--- src/rtl/ntc_pkg.sv ---
package ntc_pkg;

	localparam int ADC_BITS_DEF = 12;

	// Register and port widths.
	localparam int PAD_W      = 20;
	localparam int COEF_W     = 32;
	localparam int CFG_IDX_W  = 2;
	localparam int CFG_DATA_W = 32;
	localparam int TEMP_W     = 8;
	localparam int STAT_W     = 2;

	// Reset values of the configuration registers.
	localparam logic [COEF_W-1:0] COEF_A_RST = 32'd895287032;
	localparam logic [COEF_W-1:0] COEF_B_RST = 32'd232880337;
	localparam logic [COEF_W-1:0] COEF_C_RST = 32'd72974;
	localparam logic [PAD_W-1:0]  PAD_RST    = 20'd100000;

	// Base-2 logarithm: Q1.30 mantissa, one squaring per fraction bit.
	localparam int FRAC_W     = 30;
	localparam int MANT_W     = FRAC_W + 1;
	localparam int LOG_ROUNDS = FRAC_W;

	// ln(2) in Q.24 and the shift that brings the product back to Q.16.
	localparam int              LN2_W   = 24;
	localparam logic [LN2_W-1:0] LN2_Q24 = 24'd11629080;
	localparam int              RND_SH  = 38;

	// Fraction bits dropped after each polynomial product.
	localparam int POLY_SH = 16;

	// Kelvin offset 273.15 = 5463 / 20; the polynomial is scaled by 2^40.
	localparam int               KC_NUM_W = 13;
	localparam int               KC_DEN_W = 5;
	localparam logic [KC_NUM_W-1:0] KC_NUM = 13'd5463;
	localparam logic [KC_DEN_W-1:0] KC_DEN = 5'd20;
	localparam int               COEF_FRAC = 40;

	// Quotient bits resolved by the divider (magnitudes up to 511).
	localparam int QB = 9;

	localparam logic signed [TEMP_W-1:0] TEMP_MAX = 8'sd127;
	localparam logic signed [TEMP_W-1:0] TEMP_MIN = -8'sd128;
	localparam logic [QB-1:0]            QPOS_MAX = 9'd127;
	localparam logic [QB-1:0]            QNEG_MAX = 9'd128;

	typedef enum logic [STAT_W-1:0] {
		ST_OK   = 2'd0,
		ST_ZERO = 2'd1,
		ST_SAT  = 2'd2
	} status_t;

	typedef enum logic [CFG_IDX_W-1:0] {
		REG_COEF_A = 2'd0,
		REG_COEF_B = 2'd1,
		REG_COEF_C = 2'd2,
		REG_PAD    = 2'd3
	} cfg_reg_t;

	// Control that travels with each beat down the pipeline.
	typedef struct packed {
		logic vld;
		logic zero;
	} ntc_ctl_t;

endpackage

--- src/rtl/ntc_div.sv ---
module ntc_div #(
	parameter int SW = 55
) (
	input  logic                             clk,
	input  logic                             arst_n,
	input  logic                             en,
	input  logic signed [SW-1:0]             s,
	input  ntc_pkg::ntc_ctl_t                ctl_i,
	output logic                             valid,
	output logic signed [ntc_pkg::TEMP_W-1:0] temperature_c,
	output logic [ntc_pkg::STAT_W-1:0]       status
);
	import ntc_pkg::*;

	localparam int NUMW = SW + KC_NUM_W + 1;
	localparam int DENW = SW + KC_DEN_W;
	localparam logic signed [NUMW-1:0] KNUM_S = NUMW'(KC_NUM);
	localparam logic signed [NUMW-1:0] KONE_S = NUMW'(KC_DEN) << COEF_FRAC;

	typedef struct packed {
		logic szero;
		logic sneg;
		logic nneg;
		logic ovf;
	} dflag_t;

	logic signed [NUMW-1:0] kp_s1, num_s2;
	logic [NUMW-1:0]        nmag_s3;
	logic [DENW-1:0]        den_s1, den_s2, den_s3;
	dflag_t                 fl_s1, fl_s2, fl_s3;
	ntc_ctl_t               ctl_s1, ctl_s2, ctl_s3, ctl_s14;

	// Restoring division, one quotient bit per stage, most significant first.
	logic [NUMW-1:0] r_s   [0:QB];
	logic [DENW-1:0] den_s [0:QB];
	logic [QB-1:0]   q_s   [0:QB];
	dflag_t          fl_s  [0:QB];
	ntc_ctl_t        ctl_s [0:QB];
	logic [NUMW-1:0] sub_c [0:QB-1];

	logic signed [TEMP_W-1:0] temp_c, temp_s14;
	logic [STAT_W-1:0]        stat_c, stat_s14;
	dflag_t                   fl_q;
	logic [QB-1:0]            qf;

	always_comb begin
		for (int j = 0; j < QB; j++) begin
			sub_c[j] = NUMW'(den_s[j]) << (QB - 1 - j);
		end
	end

	always_ff @(posedge clk or negedge arst_n) begin
		if (!arst_n) begin
			ctl_s1  <= '0;
			ctl_s2  <= '0;
			ctl_s3  <= '0;
			ctl_s14 <= '0;
			for (int j = 0; j <= QB; j++) begin
				ctl_s[j] <= '0;
			end
		end else if (en) begin
			ctl_s1   <= ctl_i;
			ctl_s2   <= ctl_s1;
			ctl_s3   <= ctl_s2;
			ctl_s[0] <= ctl_s3;
			for (int j = 0; j < QB; j++) begin
				ctl_s[j+1] <= ctl_s[j];
			end
			ctl_s14 <= ctl_s[QB];
		end
	end

	always_ff @(posedge clk) begin
		if (en) begin
			kp_s1       <= NUMW'(s) * KNUM_S;
			den_s1      <= DENW'($unsigned(s)) * DENW'(KC_DEN);
			fl_s1.szero <= s == '0;
			fl_s1.sneg  <= s[SW-1];
			fl_s1.nneg  <= 1'b0;
			fl_s1.ovf   <= 1'b0;

			num_s2 <= KONE_S - kp_s1;
			den_s2 <= den_s1;
			fl_s2  <= fl_s1;

			nmag_s3 <= num_s2[NUMW-1] ? NUMW'(-num_s2) : NUMW'(num_s2);
			den_s3  <= den_s2;
			fl_s3   <= {fl_s2.szero, fl_s2.sneg, num_s2[NUMW-1], fl_s2.ovf};

			r_s[0]   <= nmag_s3;
			den_s[0] <= den_s3;
			q_s[0]   <= '0;
			fl_s[0]  <= {fl_s3.szero, fl_s3.sneg, fl_s3.nneg,
			             nmag_s3 >= (NUMW'(den_s3) << QB)};

			for (int j = 0; j < QB; j++) begin
				den_s[j+1] <= den_s[j];
				fl_s[j+1]  <= fl_s[j];
				if (r_s[j] >= sub_c[j]) begin
					r_s[j+1] <= r_s[j] - sub_c[j];
					q_s[j+1] <= q_s[j] | (QB'(1) << (QB - 1 - j));
				end else begin
					r_s[j+1] <= r_s[j];
					q_s[j+1] <= q_s[j];
				end
			end

			temp_s14 <= temp_c;
			stat_s14 <= stat_c;
		end
	end

	assign fl_q = fl_s[QB];
	assign qf   = q_s[QB];

	always_comb begin
		temp_c = TEMP_W'(qf);
		stat_c = ST_OK;
		if (ctl_s[QB].zero) begin
			temp_c = '0;
			stat_c = ST_ZERO;
		end else if (fl_q.szero) begin
			temp_c = TEMP_MAX;
			stat_c = ST_SAT;
		end else if (fl_q.sneg) begin
			temp_c = TEMP_MIN;
			stat_c = ST_SAT;
		end else if (!fl_q.nneg) begin
			if (fl_q.ovf || qf > QPOS_MAX) begin
				temp_c = TEMP_MAX;
				stat_c = ST_SAT;
			end
		end else begin
			if (fl_q.ovf || qf > QNEG_MAX) begin
				temp_c = TEMP_MIN;
				stat_c = ST_SAT;
			end else begin
				temp_c = $signed(~qf[TEMP_W-1:0] + TEMP_W'(1));
			end
		end
	end

	assign valid         = ctl_s14.vld;
	assign temperature_c = temp_s14;
	assign status        = stat_s14;

endmodule

--- config.mk ---
export PLATFORM = sky130hd
export DESIGN_NAME = ntc_div
export DESIGN_NICKNAME = d
export VERILOG_FILES = /design/src/rtl/ntc_pkg.sv /design/src/rtl/ntc_div.sv
export SDC_FILE = /design/constraint.sdc
export NUM_CORES = 2
export LEC_CHECK = 0
export BUFFER_PORTS_ARGS = -buffer_cell sky130_fd_sc_hd__buf_4
export CORE_ASPECT_RATIO = 0.5
export CORE_UTILIZATION = 40
export CTS_BUF_LIST = sky130_fd_sc_hd__clkbuf_8
export DETAILED_ROUTE_END_ITERATION = 16
export PLACE_DENSITY_LB_ADDON = 0.25
export SYNTH_ARGS = -nofsm -noshare
export SYNTH_HDL_FRONTEND = slang
export SYNTH_SLANG_ARGS = --single-unit
--- constraint.sdc ---
create_clock -name clk -period 9.4 [get_ports clk]
set_clock_uncertainty 0.15 [all_clocks]
set_input_delay 1.88 -clock clk [delete_from_list [all_inputs] [get_ports clk]]
set_output_delay 1.88 -clock clk [all_outputs]
set_load 0.01 [all_outputs]
# --- After elaboration in Yosys (flattened, before gate mapping) ---
# Memories as Yosys holds them, arrays and structs flattened.
# Cells that the tools add are included.
totals:
  n_memories: 4
  mem_bits_rw: 1420
  register_bits: 425
  wordCells: 182
op_classes:
  n_reduce_logical: 4
  mul: 2
  n_lt_le_gt_ge: 12
  add_sub_neg: 12
  mux: 85
  bitwise: 19
memory_table:
  columns: ["memory", "words", "width", "read_ports", "rd_ports_with_merged_regs", "wr", "line", "rtl"]
  rows:
  - ["r_s", 10, 69, 9, 0, 10, "ntc_div.sv:34", "logic [NUMW-1:0] r_s [0:QB];"]
  - ["den_s", 10, 60, 9, 0, 10, "ntc_div.sv:35", "logic [DENW-1:0] den_s [0:QB];"]
  - ["q_s", 10, 9, 10, 0, 10, "ntc_div.sv:36", "logic [QB-1:0] q_s [0:QB];"]
  - ["fl_s", 10, 4, 10, 0, 10, "ntc_div.sv:37", "dflag_t fl_s [0:QB];"]
ops:
  columns: ["op", "n"]
  rows:
  - ["two-way mux 69 bit", 9]
  - ["two-way mux 9 bit", 9]
  - [">= comparator 69 x 60 -> 1 bit", 1]
  - [">= comparator 69 x 61 -> 1 bit", 1]
  - [">= comparator 69 x 62 -> 1 bit", 1]
  - [">= comparator 69 x 63 -> 1 bit", 1]
  - [">= comparator 69 x 64 -> 1 bit", 1]
  - [">= comparator 69 x 65 -> 1 bit", 1]
  - [">= comparator 69 x 66 -> 1 bit", 1]
  - [">= comparator 69 x 67 -> 1 bit", 1]
  - [">= comparator 69 x 68 -> 1 bit", 1]
  - [">= comparator 69 bit", 1]
  - ["multiplier 55 x 14 -> 69 bit (second input constant)", 1]
  - ["negator 69 bit", 1]
  - ["subtractor 46 x 69 -> 69 bit (first input constant)", 1]
  - ["subtractor 69 x 60 -> 69 bit", 1]
  - ["subtractor 69 x 61 -> 69 bit", 1]
  - ["subtractor 69 x 62 -> 69 bit", 1]
  - ["subtractor 69 x 63 -> 69 bit", 1]
  - ["subtractor 69 x 64 -> 69 bit", 1]
  - ["subtractor 69 x 65 -> 69 bit", 1]
  - ["subtractor 69 x 66 -> 69 bit", 1]
  - ["subtractor 69 x 67 -> 69 bit", 1]
  - ["subtractor 69 x 68 -> 69 bit", 1]
  - ["other kinds (14)", 94]

# --- Depth between registers and ports, before layout ---
# An unclocked memory read counts as a cell.
depth:
  ltp_word: 7
  mapped_depth: 23

# --- Least setup slack after synthesis ---
# No wires, ideal clock.
synth_path:
  path_type: "in2reg"
  from: "input s[13]"
  to: "register kp_s1[64], data pin"
  t_arrival_ns: 7.314
  path_slack_ns: 1.674
  path_stages: 22
  required_ns: 8.988
  cell_sequence: "ha_1 -> inv_1 -> fa_1 -> inv_1 -> fa_1 -> fa_1 -> fa_1 -> inv_1 -> fa_1 -> inv_1 -> ha_1 -> a21o_1 -> a21o_1 -> a221oi_1 -> nand3_1 -> o211ai_1 -> a21bo_2 -> a31oi_1 -> o21ai_1 -> a31oi_1 -> o21bai_1 -> xor2_1"
synth_between:
  elab_chain_cells: 1
synth_rtl:
  columns: ["item", "line", "rtl"]
  rows:
  - ["start, declared", "ntc_div.sv:7", "input logic signed [SW-1:0] s,"]
  - ["multiplier 55 x 14 -> 69 bit", "ntc_div.sv:75", "kp_s1 <= NUMW'(s) * KNUM_S;"]
  - ["end signal, assigned", "ntc_div.sv:75", null]
  - ["end, declared", "ntc_div.sv:27", "logic signed [NUMW-1:0] kp_s1, num_s2;"]
# Every way passes these cells.
# A chain may end at the register's enable or synchronous reset.

# --- Final worst setup path ---
layout_path:
  from: "input s[11]"
  to: "register kp_s1[64], data pin"
# Same word-level chain as after synthesis.

==> impl_metrics.env <==
export IMPL_numPortBuffers=70
export IMPL_drc=0
export IMPL_syn_cell_area_sq_um=108000
export IMPL_cts_resized_gates=0
export IMPL_utilization_pct=43.7
export IMPL_critPathSlowestCell="fa_1"
export IMPL_chipHeight_microns=369
export IMPL_clkPwrFrac_pct=14.5
export IMPL_synthArstFlopShare_pct=1.64
export IMPL_cp_max_fo=7
export IMPL_drtIter0Drc=5986
export IMPL_startpoint_type="input port"
export IMPL_switching_share_pct=42.1
export IMPL_setup_tns_ns=0
export IMPL_cpMostUsedCell="fa_1"
export IMPL_grtUsageMet2_pct=29.1
export IMPL_synth_main_ff_cell="edfxtp_1"
export IMPL_seqCellArea_sq_um=49400
export IMPL_drv_cap=0
export IMPL_crit_path_max_incr_delay_ns=0.54
export IMPL_drv_slew=0
export IMPL_grt_max_degree=168
export IMPL_n_fill_cell=25492
export IMPL_worstMarginPinSlew_ns=1.20
export IMPL_vias_per_cell=5.23
export IMPL_grt_pass1_wl_microns=405000
export IMPL_nNetsFinal=11450
export IMPL_multi_input_area_sq_um=52700
export IMPL_die_w_microns=737
export IMPL_clock_fmax_mhz=128
export IMPL_drtPass1Iterations=6
export IMPL_r2r_slack_ns=3.61
export IMPL_final_hold_viol_count=0
export IMPL_insertion_delay_ns=0.91
export IMPL_crit_type="in2reg"
export IMPL_seq_power_share_pct=31.1
export IMPL_ir_drop_uv=254
export IMPL_dp_hpwl_microns=206000
export IMPL_cts_root_buffer="clkbuf_8"
export IMPL_synth_top_cell_area_share_pct=45.1
export IMPL_dieArea_sq_um=272000
export IMPL_wire_per_inst_microns=18.7
export IMPL_met3_usage_pct=1.86
export IMPL_power_total_w=0.0406
export IMPL_run_status="complete, no violations"
export IMPL_grt_overflow=0
export IMPL_synthCells=10115
export IMPL_arrival_ns=8.32
export IMPL_use_met1_pct=27.2
export IMPL_grt_use_total_pct=18.7
export IMPL_grt_pass1_vias=71881
export IMPL_powerDensity_nw_per_um2=347
export IMPL_p_int_w=0.0235
export IMPL_yosys_warnings=0
export IMPL_vias=72980
export IMPL_cts_tree="done"
export IMPL_placed_area_sq_um=112000
export IMPL_whs_ns=0.263
export IMPL_hp_class="reg2reg"
export IMPL_p_sw_w=0.0171
export IMPL_clock_sinks=1649
export IMPL_initial_core_util_pct=40.4
export IMPL_clk_pin_slew_ns=0.06
export IMPL_maxSlewHeadroom_pct=19.1
export IMPL_area_delta_synth_final_pct=8.32
export IMPL_grt_busiest_layer="met2"
export IMPL_ioPinCount=71
export IMPL_core_sq_um=268000
export IMPL_postCtsSetupRepairBufs=0
export IMPL_drt_total_wl_microns=260000
export IMPL_p_leak_nw=48.2
export IMPL_design_area_sq_um=117000
export IMPL_htree_levels=5
export IMPL_numCtsBuffers=269
export IMPL_antenna_found_initial=1
export IMPL_cp_end_kind="flop"
export IMPL_drive_above_1_share_pct=6.81
export IMPL_row_count=134
export IMPL_ys_ff_latch=1649
export IMPL_path_buf_inv=5
export IMPL_fin_crit_sh_pct=83.2
export IMPL_critical_path_top_delay_family="adder cells"
export IMPL_min_period_ns=7.82
export IMPL_hold_buffers=0
export IMPL_clockBufferDepth=4
export IMPL_synth_cell_types=118
export IMPL_synth_area_leaders="edfxtp_1 45%, ha_1 10%, fa_1 6.3%, inv_1 4.2%, a21oi_1 4.1%"
export IMPL_setup_violations=0
export IMPL_synth_avg_cell_area_sq_um=10.7
export IMPL_synth_nets=11408
export IMPL_final_antenna_net_count=0
export IMPL_synth_edf_count=1622
export IMPL_rsz0062_at_grt="false"
export IMPL_cp_required_ns=9.90
export IMPL_p_comb_share_pct=54.4
export IMPL_synth_top_area_cell="edfxtp_1"
export IMPL_gp_congestion=0.911
export IMPL_ys_seq_area_share_pct=45.7
export IMPL_worstPathCellList="buf_4 -> ha_1 -> inv_1 -> fa_1 -> inv_1 -> fa_1 -> fa_1 -> fa_1 -> inv_1 -> fa_1 -> inv_1 -> ha_1 -> a21oi_1 -> o21ai_0 -> a221oi_1 -> nand3_1 -> o211ai_1 -> a21bo_2 -> a31oi_1 -> o21ai_1 -> a31oi_1 -> o21bai_1 -> xor2_1"
layout make-up:
type,count,area share [%]
Sequential cell,1649,42.2
Timing Repair Buffer,110,0.766
Clock buffer,278,3.27
Clock inverter,181,0.927
Multi-Input combinational cell,6903,45.1
Antenna cell,1,0.00214
Inverter,1224,3.93
Tap cell,3604,3.85
path summary, 6_finish.rpt:
path / from / end / cells after the start
setup / recovery: s[11] / kp_s1[64] / 23
hold / removal: fl_s[3][2] / fl_s[4][2] / 0
setup reg to reg: r_s[0][78] / r_s[1][13] / 14
hold reg to reg: fl_s[3][2] / fl_s[4][2] / 0
max in group asynchronous: arst_n / ctl_s[12] / 1
min in group asynchronous: arst_n / ctl_s2[1] / 1
synth_stat cells (17+ instances only):
| library cell | number |
|---|---|
| xor2_1 | 250 |
| a21oi_1 | 888 |
| o211ai_1 | 36 |
| buf_2 | 63 |
| o41ai_1 | 23 |
| o21ai_0 | 535 |
| a31o_2 | 21 |
| a21boi_0 | 30 |
| o31ai_1 | 68 |
| ha_1 | 894 |
| xnor2_1 | 454 |
| fa_1 | 339 |
| and4_1 | 23 |
| edfxtp_1 | 1622 |
| a21o_1 | 351 |
| or3_1 | 51 |
| a211o_1 | 21 |
| nor2b_1 | 88 |
| a211oi_1 | 52 |
| nor2_1 | 612 |
| nand2b_1 | 83 |
| clkbuf_1 | 256 |
| nand4_1 | 206 |
| nor3_1 | 114 |
| and2_1 | 38 |
| o21a_1 | 81 |
| inv_1 | 1222 |
| mux2_2 | 139 |
| a31oi_1 | 82 |
| nand2_1 | 689 |
| or4_1 | 34 |
| nand3_1 | 140 |
| or2_2 | 21 |
| nor4_1 | 71 |
| o21ai_1 | 26 |
| o21bai_1 | 106 |
| dfrtp_1 | 27 |
| and3_1 | 49 |
| a221oi_1 | 23 |
| nand3b_1 | 17 |
routing by layer:
metal | part of all wire, % | wire, microns
met1 | 49 | 128000
met5 | 0 | 0
met3 | 3.7 | 9700
met4 | 3.9 | 10100
met2 | 43 | 113000
cells by family after synthesis:
kind of cell,Yosys count,synth area share (%)
compound gates,2507,14.4
xor+xnor,704,5.71
fa+ha+maj,1233,16.6
buf+inv,1563,5.56
flops,1649,45.7
mux,150,1.55
simple gates,2309,10.4
through the flow:
step	setup slack (ns)	std cells
2_1_floorplan	1.67	10115
3_3_place_gp	0.690	13490
3_5_place_dp	0.676	13490
4_1_cts	1.70	13949
5_1_grt	1.41	13950
6_report	1.58	13950
power by group through the flow:
stage	Sequential [W]	Combinational (W)	Clock, W
floorplan	0.0121	0.0168	0
global placement	0.0127	0.0218	0
detailed placement	0.0127	0.0218	0
CTS	0.0126	0.0220	0.00610
global route	0.0128	0.0247	0.00638
finish	0.0126	0.0221	0.00588
cells in the final DEF, fill, tap and decap left out, drive strengths merged, types with 49 or more instances in the layout:
cell type	synthesis	routed
a211oi	54	54
a21o	351	351
a21oi	892	892
a31oi	83	83
and3	49	49
buf	82	110
clkbuf	257	278
clkinv	0	89
edfxtp	1622	1622
fa	339	339
ha	894	894
inv	1224	1293
mux2	142	142
nand2	692	692
nand2b	83	83
nand3	142	142
nand4	207	207
nor2	614	614
nor2b	89	89
nor3	117	117
nor4	78	78
o21a	82	82
o21ai	561	561
o21bai	106	106
o31ai	72	72
or3	51	51
xnor2	454	454
xor2	250	250
flip-flops by register name (all words and copies together) (netlist names), 3 cells and up:
name           count
fl_s3              3
num_s2            69
kp_s1             69
den_s            521
nmag_s3           69
fl_s              40
den_s2            57
ctl_s             20
r_s              621
q_s               45
temperature_c      8
den_s3            57
den_s1            57
No activity file was read; power rests on OpenSTA's default activity.
